## src/sv/mepd_ram.sv

```systemverilog
// generic single-write, single-read ram with registered read data
// no dependencies
module mepd_ram #(
    parameter int WIDTH = 32,
    parameter int DEPTH = 64
) (
    input  logic                                   aclk,
    input  logic                                   we,
    input  logic [((DEPTH > 1) ? $clog2(DEPTH) : 1)-1:0] waddr,
    input  logic [WIDTH-1:0]                       wdata,
    input  logic                                   re,
    input  logic [((DEPTH > 1) ? $clog2(DEPTH) : 1)-1:0] raddr,
    output logic [WIDTH-1:0]                       rdata
);

    logic [WIDTH-1:0] mem [DEPTH];
    logic [WIDTH-1:0] rdata_reg;

    always_ff @(posedge aclk) begin
        if (we) begin
            mem[waddr] <= wdata;
        end
        if (re) begin
            rdata_reg <= mem[raddr];
        end
    end

    assign rdata = rdata_reg;

endmodule

```

## config.mk

```make
export PLATFORM = sky130hd
export DESIGN_NAME = mepd_ram
export DESIGN_NICKNAME = d
export VERILOG_FILES = /design/src/sv/mepd_ram.sv
export SDC_FILE = /design/constraint.sdc
export NUM_CORES = 2
export LEC_CHECK = 0
export BUFFER_PORTS_ARGS = -buffer_cell sky130_fd_sc_hd__buf_4
export CORE_MARGIN = 5
export CORE_UTILIZATION = 43
export DETAILED_ROUTE_END_ITERATION = 8
export PLACE_DENSITY = 0.55
export SETUP_SLACK_MARGIN = 0.3
export SLEW_MARGIN = 30
export SYNTH_ARGS = -nofsm -noshare
export SYNTH_HDL_FRONTEND = slang
export SYNTH_SLANG_ARGS = --single-unit
```

## constraint.sdc

```tcl
create_clock -name aclk -period 7.87 [get_ports aclk]
set_input_delay 0.787 -clock aclk [delete_from_list [all_inputs] [get_ports aclk]]
set_output_delay 0.787 -clock aclk [all_outputs]
set_load 0.05 [all_outputs]
```

### After elaboration in Yosys (flattened, before gate mapping)

Memories as Yosys holds them, arrays and structs flattened. A register that Yosys moved wholly into a read port is not among the register bits.
Cells that the tools add are included.

* bits in registers: 0
* memory bits (writable): 2048
* input bits: 47
* output and inout port bits: 32
* logic and storage cells: 3
* memories kept: 1

Memories
* mem: words 64, width 32, read ports 1, clocked after Yosys merged registers in 1, write ports 1, line 16 `logic [WIDTH-1:0] mem [DEPTH];`

* multiplexer cells: 2

Operators by type and width (count)
* $mux W1: 2

### Longest topological paths before layout

* depth after elaboration: 2
* depth in mapped cells: 10
* depth with buffers taken out: 5

### Worst setup path before layout

No wires, ideal clock.

* kind: input to register
* from: input port waddr[3] (netlist name)
* to: memory mem[48][0], enable pin
* setup time: 0.461 ns
* arrival time: 3.486 ns
* data required time: 7.409 ns
* slack: 3.923 ns
* stages: 4
* buffers on the path: 1
* path through: clkbuf_1 > nor2b_1 > nand4b_1 > nor3_1

RTL lines
* from (decl): line 9 `input logic [((DEPTH > 1) ? $clog2(DEPTH) : 1)-1:0] waddr,`
* to (decl): line 16

No word-level cell before the write port.

==> reports/metrics.csv <==
metric,value,unit
count of buffers from port buffering,78,
critical path data required time,8.41,ns
worst-skew pair later-pin latency,0.85,ns
maximum vdd drop,0.227,mV
post-CTS setup buffer count,0,
root buf cell,clkbuf_16,
area growth from synthesis to layout,13.1,%
synthesized instance count,3324,
vias in the first global route,37600,
Die Wd,438,µm
met2 GRT Util,34.3,%
setup ws final,4.24,ns
register area share after synthesis,79.2,%
Hold Crit Class,primary input to flip-flop,
Synth Register Bits,2080,
cell mode on critical path,nor2_1,
GRT Overall Usage,21.8,%
DR WL/cell,34.3,µm
post-DP HPWL,108000,µm
Hold Buf Count CTS,0,
Final TNS setup,0,ns
Final Core Density,48.8,%
clock buffer depth,3,
drt total wl,209000,µm
drt first pass iters,5,
hold path depth,3,
Via Count,36500,
commonest register cell after synthesis,edfxtp_1,
CTS Buf Count,202,
initial DRC count,4104,
RSZ-0062 raised after global routing,false,
CP Cell Sequence,buf_8 > buf_12 > nand2b_2 > o22ai_1 > nor2_1 > a21oi_1 > nor2_1,
critical path arrival,4.17,ns
type of origin of the critical path,primary input,
Yosys Warn Count,0,
total core area,183000,µm²
post-CTS sizing,0,
number of max-cap violations,0,
Power Density,255,nW/µm²
share of cells above drive strength 1,28.8,%
Async SR Flop Fraction,0,%
most frequent cells in the layout,"2080 x edfxtp_1, 544 x mux4_2, 207 x clkbuf_16",
initial antenna violation count,26,
crit-path max FO,96,
Die Y,438,µm
Yosys cell types,33,
total power,22.8,mW
first-pass GRT wire length,291000,µm
slowest cell delay on critical path,0.80,ns
Post-synth EDFFs,2080,
DRC Markers,0,
Worst-Margin Slew,0.978,ns
Final Max Tran Viols,0,
number of fill cells,14400,
max frequency,0.276,GHz
largest net degree at the start of global routing,97,
"CTS clk-pin slew, worst paths",0.06,ns
grt peak-use layer,met2,
Final period util,46.1,%
Syn Nets,3371,
CTS HTree Levels,4,
"Min Clock Period, post-route",3.63,ns
syn_area_per_cell,23.7,µm²
CTS tree,yes,
nets,3563,
R2R depth,4,
status,"complete, no violations",
slowest cell on the critical path,a21oi_1,
M3 GR Usage,5.34,%
synthesized cell area,78800,µm²
clock skew,0.0336,ns
Largest register FFs,2048,
post-route ant nets,0,
Site Rows,157,
routing usage on met1,30.0,%
"commonest non-fill, non-tap cell in the layout",edfxtp_1,
worst hold slack,0.448,ns
Max-slew headroom,34.8,%
GRT overflow,0,
Sink Count,2080,
Worst Setup Slack post-DPL,3.25,ns
leakage power,27.4,nW
Final Hold Fails,0,
crit end category,flip-flop,
setup violators final,0,
num ports,79,
DR vias/cell,6.01,
die area,192000,µm²
GPL Wtd Cong,0.800,
CP Class,primary input to flip-flop,
Initial Util,43.2,%
## layer usage
layer	up-vias	share of wire [%]
li1	14700	-
met1	19900	39
met2	1665	48
met3	302	9.5
met4	4	3.2
met5	-	0.016
## final timing paths
path	startpoint	to	slack, ns
max	raddr[2]	rdata[16]	4.24
min	raddr[4]	rdata[21]	0.45
max reg2reg	mem[28][27]	rdata[27]	5.26
min reg2reg	mem[13][8]	rdata[8]	0.85
## per-stage QoR
| step | instances | area, µm² |
|---|---|---|
| 6_report | 6077 | 89200 |
| 2_1_floorplan | 3324 | 78800 |
| 3_5_place_dp | 5697 | 82800 |
| 5_1_grt | 6074 | 89200 |
| 4_1_cts | 6067 | 89200 |
| 3_3_place_gp | 5697 | 82800 |
## kinds of logic after synthesis
| kind of cell | synth area share (%) |
|---|---|
| flip-flops | 79.2 |
| multiplexers | 16.7 |
| AND/OR/NAND/NOR | 1.26 |
| AO/OA/AOI/OAI | 1.67 |
| buffers and inverters | 1.12 |
## worst max-delay path: cells and delay by family
kind | cells | cell delay, ns
AO/OA/AOI/OAI | 2 | 1.20
buffers and inverters | 2 | 0.96
AND/OR/NAND/NOR | 3 | 0.94
## power by group
part	leakage, nW	total, mW	switching [mW]	internal, mW
clock network	3.09	9.23	4.03	5.20
registers	18.7	12.3	0.0324	12.3
logic	5.59	1.20	0.799	0.405
total	27.4	22.8	4.86	17.9
## area by class of cell
cell class	count	area, µm²	area share (%)
diodes	10	25.0	0.0281
flip-flops and latches	2080	62500	70.0
repair buffers	170	1420	1.59
multi-input cells	1062	16000	17.9
clock inverters	119	972	1.09
well taps	2385	2980	3.35
clock buffers	251	5350	5.99
## synth_stat cells, types with 3 or more instances
cell type,count,area share [%]
buf_2,57,0.36
nand2b_1,8,0.063
a22oi_1,12,0.11
buf_1,21,0.10
a21oi_1,62,0.39
mux2i_1,93,1.2
nand3b_1,5,0.048
o22ai_1,84,0.67
nor3_1,7,0.044
nand3_1,5,0.032
edfxtp_1,2080,79
buf_6,5,0.071
and3_1,4,0.032
nand2_1,26,0.12
clkbuf_1,74,0.35
or3b_2,3,0.033
mux4_2,544,16
nor2_1,137,0.65
o221ai_1,27,0.30
or3_1,3,0.024
nor2b_1,15,0.12
a41o_1,4,0.051
buf_4,25,0.24
a311oi_1,8,0.089
o32ai_1,4,0.044
(Power assumes the default switching activity.)
