[config.mk]
export PLATFORM = sky130hd
export DESIGN_NAME = mepd_update
export DESIGN_NICKNAME = d
export VERILOG_FILES = /design/src/sv/mepd_pkg.sv /design/src/sv/mepd_update.sv
export SDC_FILE = /design/constraint.sdc
export NUM_CORES = 1
export LEC_CHECK = 0
export ABC_CLOCK_PERIOD_IN_PS = 4100
export BUFFER_PORTS_ARGS = -buffer_cell sky130_fd_sc_hd__buf_2
export CAP_MARGIN = 20
export CORE_AREA = 2 2 89 91
export DETAILED_ROUTE_END_ITERATION = 7
export DIE_AREA = 0 0 91 93
export PLACE_DENSITY = 0.81
export SYNTH_ARGS = -nofsm -noshare
export SYNTH_HDL_FRONTEND = slang
export SYNTH_SLANG_ARGS = --single-unit
[constraint.sdc]
create_clock -name vclk -period 4.1
set_clock_uncertainty 0.1 [all_clocks]
set_input_delay 0.82 -clock vclk [all_inputs]
set_output_delay 0.82 -clock vclk [all_outputs]
set_load 0.1 [all_outputs]
[src/sv/mepd_pkg.sv]
// types and constants shared by the excursion peak detector modules
// no dependencies
package mepd_pkg;

    localparam int CH_W     = 6;
    localparam int SAMPLE_W = 16;
    localparam int TIME_W   = 48;

    localparam logic [TIME_W-1:0] TIME_MAX = {TIME_W{1'b1}};

    // command codes
    localparam logic CMD_SAMPLE = 1'b0;
    localparam logic CMD_LOAD   = 1'b1;

    // excursion direction codes
    localparam logic [1:0] DIR_BETWEEN = 2'b00;
    localparam logic [1:0] DIR_ABOVE   = 2'b01;
    localparam logic [1:0] DIR_BELOW   = 2'b11;

    typedef struct packed {
        logic signed [SAMPLE_W-1:0] low;
        logic signed [SAMPLE_W-1:0] high;
    } thr_t;

    typedef struct packed {
        logic [1:0]                 dir;
        logic signed [SAMPLE_W-1:0] peak_value;
        logic [TIME_W-1:0]          peak_time;
    } exc_state_t;

    typedef struct packed {
        logic emit;
        logic exc_we;
    } upd_ctrl_t;

endpackage

[src/sv/mepd_update.sv]
// per-sample excursion update: threshold compares, peak tracking, event decision
// depends on mepd_pkg
module mepd_update (
    input  logic signed [mepd_pkg::SAMPLE_W-1:0] sample,
    input  mepd_pkg::thr_t                       thr,
    input  mepd_pkg::exc_state_t                 cur,
    input  logic [mepd_pkg::TIME_W-1:0]          frame,
    output mepd_pkg::exc_state_t                 nxt,
    output mepd_pkg::upd_ctrl_t                  ctrl
);
    import mepd_pkg::*;

    logic hi_hit;
    logic lo_hit;

    assign hi_hit = $signed(sample) >= $signed(thr.high);
    assign lo_hit = $signed(sample) <  $signed(thr.low);

    always_comb begin
        nxt         = cur;
        ctrl.emit   = 1'b0;
        ctrl.exc_we = 1'b0;
        // high compare wins when thresholds overlap
        if (hi_hit) begin
            ctrl.emit = (cur.dir == DIR_BELOW);
            if ((cur.dir != DIR_ABOVE) || ($signed(sample) >= $signed(cur.peak_value))) begin
                ctrl.exc_we    = 1'b1;
                nxt.dir        = DIR_ABOVE;
                nxt.peak_value = sample;
                nxt.peak_time  = frame;
            end
        end else if (lo_hit) begin
            ctrl.emit = (cur.dir == DIR_ABOVE);
            if ((cur.dir != DIR_BELOW) || ($signed(sample) <= $signed(cur.peak_value))) begin
                ctrl.exc_we    = 1'b1;
                nxt.dir        = DIR_BELOW;
                nxt.peak_value = sample;
                nxt.peak_time  = frame;
            end
        end
    end

endmodule

---- After elaboration in Yosys (flattened, before gate mapping) ----
Index checks and enable logic that the tools add are counted.
operators by class
  $lt $le $gt $ge ......................... 4
  equal/unequal tests ..................... 4
  multiplexer cells ....................... 8
  reduce and logical (&&, ||, !) cells .... 2
operator list
  operator            count
  $mux 66             4
  $ge 16x16->1        2
  $le 16x16->1        1
  $lt 16x16->1        1
  $mux 2              2
  $eq 2x1->1 const B  1
  $eq 2x2->1 const B  1
  $logic_or 1x1->1    2
  $mux 1              2
  $ne 2x1->1 const B  1
  $ne 2x2->1 const B  1
storage, ports and cells
  flip-flop bits (word level) ............. 0
  input bits .............................. 162
  output and inout bits ................... 68
  word-level logic and storage cells ...... 18

---- Logic depth before layout (Yosys ltp) ----
Gate-level depths: netlist of run 1.
  depth in word-level cells ............... 5
  gate-level depth with buffers ........... 11
  mapped depth without buffers ............ 9

---- Least setup slack after synthesis of run 1 ----
OpenSTA, ideal clock, no wires.
  kind .................................... input to output
  start point ............................. in thr[31] in the netlist's numbering
  end point ............................... out ctrl[1] in the netlist's numbering
  arrival ................................. 4.289 ns
  data required time ...................... 3.180 ns
  setup slack ............................. -1.109 ns
  stages on the path ...................... 9
  path buffers ............................ 0
  cells stage by stage .................... inv_1 > ha_1 > nand4_1 > nor4_1 > o221ai_1 > a31oi_1 > or2_2 > nand3_1 > a21boi_0
RTL lines
  item         RTL line          source
  from (decl)  mepd_update.sv:5  input mepd_pkg::thr_t thr,
  to (decl)    mepd_update.sv:9  output mepd_pkg::upd_ctrl_t ctrl

==> results_dict.tcl, run 1 <==
set metrics [dict create \
    n_clock_buffer 0 \
    avgSynthCellArea_um2 9.07 \
    grt_overflow 0 \
    rsz0062_at_grt "yes" \
    drive_gt1_frac 0.707 \
    synth_top_area_cell "mux2_4" \
    yosysTopAreaCellShare 0.315 \
    antenna_left 0 \
    place_ws_ns -0.747 \
    routed_wl_um 11300 \
    syn-num-nets 466 \
    hp-start "cur[45]" \
    drc 0 \
    track_usage 0.249 \
    post-route-period-util 1.08 \
    ys_warn_count 0 \
    drv_slew 0 \
    endpoint_kind "output pin" \
    grt_max_degree 16 \
    gp_congestion 0.814 \
    finalInstanceArea_um2 5320 \
    power.density_nw_per_um2 356 \
    synthTopCellsByArea "mux2_4 32%, ha_1 25%, inv_1 8.0%" \
    relSlewSlack 0.702 \
    wl_per_cell_um 17.9 \
    critPathKind "in2out" \
    fin_crit_ns 4.44 \
    seq_cells 0 \
    whs_ns 1.92 \
    drt-initial-drc-count 87 \
    synth_most_common_cell "inv_1" \
    coreArea_um2 7530 \
    dr.pass1.iters 4 \
    fp-row-count 32 \
    worstHoldPathType "in2out" \
    syn_inst 257 \
    cts_hold_buffers 0 \
    hpwl_um 8210 \
    fmax_ghz 0.225 \
    fp.dieW_um 91 \
    grt_antenna_before_repair 0 \
    fp.dieArea_um2 8460 \
    diodes 0 \
    vias 3052 \
    stdcell_count 635 \
    io_buffers 230 \
    first_global_vias 3440 \
    status "finished, violations left" \
    place_inst 620 \
    violations "setup timing" \
    ir_drop_mv 0.272 \
    worstHoldPathCells 3 \
    grt_pass1_wl_um 17300 \
    ys_seq_area_frac 0 \
    netlist-cell-type-count 37 \
    cp_max_fo 9 \
    min_to "nxt[45]" \
    hold_viol_final 0 \
    worst_pin_slew_ns 0.443 \
    max_cap_viol_count 0 \
    seq_area_um2 0 \
    place_area_um2 4390 \
    die_y_um 93 \
    syn_area_um2 2330 \
    synth_common_cells "50 x inv_1, 49 x mux2_4, 47 x ha_1, 17 x a21oi_1, 16 x mux2_2" \
    viasPerCell 4.81 \
    start_util 0.310 \
    worst_slack_ns -0.339 \
    io_pins 230 \
    cp.required_ns 3.18 \
    total_leakage_power_nw 2.96 \
    start_kind "primary input" \
    syn2layout_area_growth_pct 128 \
    fin_nets 744 \
    setup_violations 66 \
    fillCellCount 555 \
    crit_arrival_ns 3.52 \
]
==> power by group <==
| group | total, mW | switching (mW) | internal [mW] | leakage [nW] |
|---|---|---|---|---|
| logic | 1.89 | 1.11 | 0.781 | 2.96 |
| registers | 0 | 0 | 0 | 0 |
| clock network | 0 | 0 | 0 | 0 |
==> metrics by stage <==
stage               setup TNS, ns  utilization  power (mW)
floorplan                       0            -        1.14
global placement           -39.86        0.583        1.57
detailed placement         -42.62        0.583        1.59
CTS                        -16.91        0.703        1.89
global route               -28.03        0.707        1.96
finish                     -19.24        0.707        1.89
==> logic make-up after synthesis <==
group,share of synthesized area
adder cells (fa/ha/maj),0.252
multiplexers,0.401
AO/OA/AOI/OAI,0.109
AND/OR/NAND/NOR,0.107
buffers and inverters,0.130
==> final cells by class <==
| class | count | area (um^2) | share of cell area |
|---|---|---|---|
| Multi-Input combinational cell | 200 | 2270 | 0.427 |
| Tap cell | 102 | 128 | 0.0240 |
| Timing Repair Buffer | 283 | 2730 | 0.514 |
| Inverter | 50 | 188 | 0.0353 |
==> layer usage <==
layer  up-vias  part of all wire  wire length [um]  track usage
met5         -                 0                 0            0
met4         0             0.024               277       0.0543
met3        26             0.057               650       0.0411
met2       135              0.53              6010        0.484
met1      1422              0.39              4400        0.284
li1       1469                 -                 -            -
==> layout by cell type (no fill, tap or decap), types with 3 or more instances in the layout <==
| cell type | netlist | final |
|---|---|---|
| buf_12 | 5 | 66 |
| buf_4 | 0 | 36 |
| nand4_1 | 7 | 7 |
| buf_2 | 1 | 153 |
| inv_2 | 0 | 3 |
| inv_1 | 50 | 47 |
| nand2_1 | 15 | 15 |
| nand2b_1 | 3 | 3 |
| o21ai_1 | 4 | 3 |
| nor2_1 | 6 | 5 |
| mux2_2 | 16 | 8 |
| buf_8 | 0 | 4 |
| o21ai_0 | 3 | 3 |
| ha_1 | 47 | 39 |
| buf_6 | 1 | 21 |
| a21boi_0 | 4 | 3 |
| nand3_1 | 3 | 3 |
| a21oi_1 | 17 | 16 |
| mux2_4 | 49 | 57 |
| ha_4 | 0 | 8 |
| a21o_1 | 3 | 3 |
==> worst max-delay path, stage by stage <==
cell	delay (ns)
buf_4	0.14
buf_6	0.12
ha_4	0.25
nand4_1	0.20
nor4_4	0.30
o221ai_2	0.21
a31oi_4	0.26
o32ai_4	0.12
mux2i_4	0.25
buf_8	0.20
clkbuf_16	0.16
mux2_4	0.31
buf_12	0.17
==> repair_timing <==
item / 4_1_cts / 5_1_grt
cloned: 5 / 2
pin swaps: 3 / 6
buffers inserted: 12 / 2
resized for setup: 159 / 21
endpoints found under the setup margin: 68 / 67
==> worst max path at each step <==
| stage | from | cells after the start | to | slack [ns] |
|---|---|---|---|---|
| 3_5_place_dp | sample[13] | 13 | nxt[30] | -0.75 |
| 3_3_place_gp | sample[13] | 12 | nxt[7] | -0.69 |
| 4_1_cts | sample[11] | 14 | nxt[30] | -0.32 |
| 6_report | sample[14] | 13 | nxt[38] | -0.34 |
| 5_1_grt | sample[14] | 13 | nxt[4] | -0.47 |
| 2_1_floorplan | thr[15] | 11 | nxt[55] | 0.01 |
Power figures use the tool's default switching activity.
==> run 2, diff against run 1 <==
==> constraint.sdc (replaced) <==
create_clock -name vclk -period 4.1
set_clock_uncertainty 0.1 [all_clocks]
set_input_delay 0.41 -clock vclk [all_inputs]
set_output_delay 0.41 -clock vclk [all_outputs]
set_load 0.1 [all_outputs]
==> results_dict.tcl, run 2 (synthesized netlist as in run 1, its figures left out) <==
set metrics [dict create \
    worst_pin_slew_ns 0.513 \
    drv_slew 0 \
    cp_max_fo 35 \
    endpoint_kind "output pin" \
    cp_common_cell "buf_2" \
    grt_overflow 0 \
    status "complete, no violations" \
    place_area_um2 4280 \
    fp.dieArea_um2 8460 \
    max_cap_viol_count 0 \
    wl_per_cell_um 15.5 \
    track_usage 0.195 \
    diodes 0 \
    fp.dieW_um 91 \
    ir_drop_mv 0.214 \
    fp-row-count 32 \
    total_leakage_power_nw 2.51 \
    finalInstanceArea_um2 4310 \
    setup_violations 0 \
    cp_cell_sequence "buf_2, ha_1, nand4_1, inv_1, a211oi_1, o311ai_2, mux2i_2, mux2i_4, buf_12, mux2_2, buf_2" \
    fmax_ghz 0.250 \
    grt_max_degree 36 \
    start_kind "primary input" \
    grt_antenna_before_repair 0 \
    place_inst 584 \
    crit_arrival_ns 3.49 \
    cts_hold_buffers 0 \
    syn2layout_area_growth_pct 84.7 \
    vias 2794 \
    worstHoldPathType "in2out" \
    viasPerCell 4.78 \
    start_util 0.310 \
    layout_common_cells "181 x buf_2, 51 x buf_12, 50 x inv_1, 49 x mux2_4, 47 x ha_1" \
    relSlewSlack 0.660 \
    power.density_nw_per_um2 376 \
    drive_gt1_frac 0.634 \
    seq_cells 0 \
    hold_viol_final 0 \
    antenna_left 0 \
    io_pins 230 \
    critPathKind "in2out" \
    fin_nets 694 \
    seq_area_um2 0 \
    gp_congestion 0.854 \
    final_common_cell "buf_2" \
    n_clock_buffer 0 \
    coreArea_um2 7530 \
    post-route-period-util 0.977 \
    dr.pass1.iters 4 \
    routed_wl_um 9090 \
    io_buffers 230 \
    drt-initial-drc-count 64 \
    critPathLaunch "sample[15]" \
    p_total_mw 1.62 \
    stdcell_count 585 \
    endpoint "nxt[11]" \
    cp.required_ns 3.59 \
    slowest_delay_ns 0.39 \
    fin_crit_ns 4.00 \
    die_y_um 93 \
    hpwl_um 8220 \
    first_global_vias 2790 \
    drc 0 \
    worst_path_max_delay_cell "ha_1" \
    grt_pass1_wl_um 13800 \
]
-- run 2: changes by cell type in the layout (fill, tap and decap cells not counted), sizes merged --
cell    before  now
buf        281  233
clkbuf       2    0
-- run 2: worst min path at each step --
stage,depth (start not counted),from,endpoint,slack [ns]
after detailed placement,3,cur[36],nxt[36],1.11
after global placement,3,frame[26],nxt[26],1.10
final,3,cur[47],nxt[47],1.11
after CTS,3,cur[36],nxt[36],1.11
after floorplan,1,frame[15],nxt[15],1.04
after global routing,3,cur[47],nxt[47],1.11
-- run 2: stage by stage --
stage	util	setup WS (ns)	TNS (ns)	hold WS (ns)
5_1_grt	0.572	-0.00414	-0.00414	1.11
3_3_place_gp	0.569	0.142	0	1.10
3_5_place_dp	0.569	0.0623	0	1.11
4_1_cts	0.569	0.0504	0	1.11
6_report	0.572	0.0959	0	1.11
2_1_floorplan	-	0.473	0	1.04
-- run 2: report_power, final --
| group | internal (mW) | switching [mW] | leakage, nW | total (mW) |
|---|---|---|---|---|
| Clock | 0 | 0 | 0 | 0 |
| Sequential | 0 | 0 | 0 | 0 |
| Combinational | 0.583 | 1.04 | 2.51 | 1.62 |
-- run 2: layer usage --
metal	global-route usage	vias up	share of wire
met4	0.0139	0	0.0058
met5	0	-	0
met1	0.235	1297	0.39
met2	0.367	118	0.53
met3	0.0459	6	0.081
li1	-	1373	-
-- run 2: timing repair --
action,in CTS,in global routing
setup endpoints to repair,0,42
gates resized for setup,0,3
setup buffers,0,1
-- run 2: critical path, delay by kind of cell --
kind | cells | cell delay, ns
AOI/OAI and AO/OA | 2 | 0.58
adders and majority gates | 1 | 0.39
buffers and inverters | 4 | 0.78
muxes | 3 | 1.05
and+or+nand+nor | 1 | 0.24
-- run 2: cell type report --
cell class,count,area [um^2]
Fill cell,688,3220
Inverter,50,188
Multi-Input combinational cell,200,2060
Tap cell,102,128
Timing Repair Buffer,233,1930
==> run 3, diff against run 2 <==
Settings changed: ABC_AREA set to 1, CORE_AREA 2 2 89 91 to 2 2 88 90, DIE_AREA 0 0 91 93 to 0 0 90 92, PLACE_DENSITY 0.81 to 0.9.
==> results_dict.tcl, run 3 <==
set metrics [dict create \
    drv_slew 0 \
    fp.dieW_um 90 \
    diodes 0 \
    wl_per_cell_um 12.8 \
    syn2layout_area_growth_pct 40.2 \
    cts-resized-gates 0 \
    viasPerCell 4.89 \
    hold_viol_final 0 \
    dr.pass1.iters 5 \
    io_buffers 230 \
    antenna_left 0 \
    cp_cell_sequence "buf_2, ha_1, nand2_2, o21bai_1, nand2_1, a21oi_2, nand2_1, nand2_1, nand3_2, nand2_4, buf_4, nand3_1, nand2_1, buf_2" \
    cts_setup_buffers 0 \
    fin_setup_tns_ns 0 \
    worstHoldPathCells 4 \
    crit_arrival_ns 3.04 \
    synth_most_common_cell "nand2_1" \
    die_y_um 92 \
    coreArea_um2 7450 \
    fp-row-count 32 \
    path_buf_inv 3 \
    routed_wl_um 9890 \
    start_util 0.379 \
    layout_common_cells "230 x buf_2, 124 x nand2_1, 86 x nand3_1, 66 x inv_1, 53 x nand3_2" \
    cp_common_cell "nand2_1" \
    status "complete, no violations" \
    critPathKind "in2out" \
    grt_antenna_before_repair 0 \
    synth_common_cells "125 x nand2_1, 86 x nand3_1, 66 x inv_1, 53 x nand3_2, 47 x ha_1" \
    start_kind "primary input" \
    gp_congestion 0.920 \
    fp.dieArea_um2 8280 \
    n_clock_buffer 0 \
    yosysTopAreaCellShare 0.209 \
    seq_area_um2 0 \
    drc 0 \
    drt-initial-drc-count 139 \
    worst_pin_slew_ns 0.575 \
    relSlewSlack 0.616 \
    fillCellCount 760 \
    grt_max_degree 46 \
    avgSynthCellArea_um2 6.17 \
    io_pins 230 \
    fin_crit_ns 3.55 \
    worst-path-stages 14 \
    syn_area_um2 2820 \
    grt_pass1_wl_um 16200 \
    drive_gt1_frac 0.453 \
    setup_violations 0 \
    rsz0062_at_grt "no" \
    cts_hold_buffers 0 \
    ys_warn_count 0 \
    worst_path_max_delay_cell "nand2_4" \
    post-route-period-util 0.865 \
    syn_inst 457 \
    vias 3792 \
    seq_cells 0 \
    cp.required_ns 3.59 \
    track_usage 0.229 \
    hpwl_um 8330 \
    fmax_ghz 0.282 \
    worstHoldPathType "in2out" \
    synthTopCellsByArea "ha_1 21%, nand3_2 19%, nand2_1 17%" \
    endpoint_kind "output pin" \
    crit_family "simple AND/OR/NAND/NOR gates" \
    total_leakage_power_nw 2.59 \
    ys_seq_area_frac 0 \
    cp_max_fo 36 \
    slowest_delay_ns 0.46 \
    finalInstanceArea_um2 3950 \
    final_common_cell "buf_2" \
    power.density_nw_per_um2 436 \
    first_global_vias 3453 \
    netlist-cell-type-count 26 \
    syn-num-nets 666 \
    place_area_um2 3950 \
    ir_drop_mv 0.260 \
    multi_input_area_um2 2330 \
    fin_nets 884 \
    synth_top_area_cell "ha_1" \
    max_cap_viol_count 0 \
    grt_overflow 0 \
]
==> run 3: cell types whose count changed in the layout (fill, tap and decap cells not counted), moves of 4 or more <==
cell / delta
nand2_1: +109
mux2_4: -49
inv_1: +16
mux2_2: -16
nand3_1: +83
buf_12: -51
nand3_2: +53
buf_4: +11
nor2_1: +7
o21ai_1: -4
buf_2: +49
==> run 3: final timing paths <==
check	startpoint	end	slack [ns]
setup / recovery	sample[15]	nxt[4]	0.55
hold / removal	cur[18]	nxt[18]	1.20
==> run 3: area by class of cell <==
| class | instances | area share |
|---|---|---|
| multi-input cells | 364 | 0.590 |
| repair buffers | 242 | 0.314 |
| inverters | 67 | 0.0636 |
| well taps | 102 | 0.0323 |
==> run 3: worst min-delay path, stage by stage <==
cell	delay, ns
buf_2	0.10
nand3_2	0.05
nand2_1	0.04
buf_2	0.28
==> run 3: layer usage <==
| metal | wire (um) | GRT usage |
|---|---|---|
| met3 | 898 | 0.0296 |
| met2 | 4850 | 0.409 |
| met1 | 4030 | 0.300 |
| met4 | 115 | 0.0308 |
| met5 | 0 | 0 |
==> run 3: cells by family (layout without fill, tap and decap cells) <==
family,count (synthesis),in the layout,share of synthesized area
compound gates,27,27,0.0537
buf+inv,93,309,0.176
simple gates,290,290,0.562
fa+ha+maj,47,47,0.209
==> run 3: power by group <==
part	switching (mW)	internal [mW]
logic	1.40	0.318
registers	0	0
clock network	0	0
total	1.40	0.318
==> run 3: stage by stage <==
step / util / std cells / worst slack (ns) / hold WS (ns) / power (mW)
6_report: 0.531 / 775 / 0.553 / 1.20 / 1.72
5_1_grt: 0.531 / 775 / 0.245 / 1.22 / 1.81
4_1_cts: 0.531 / 775 / 0.531 / 1.20 / 1.73
3_5_place_dp: 0.531 / 775 / 0.535 / 1.20 / 1.72
3_3_place_gp: 0.531 / 775 / 0.608 / 1.20 / 1.71
2_1_floorplan: - / 457 / 0.00671 / 1.30 / 1.46
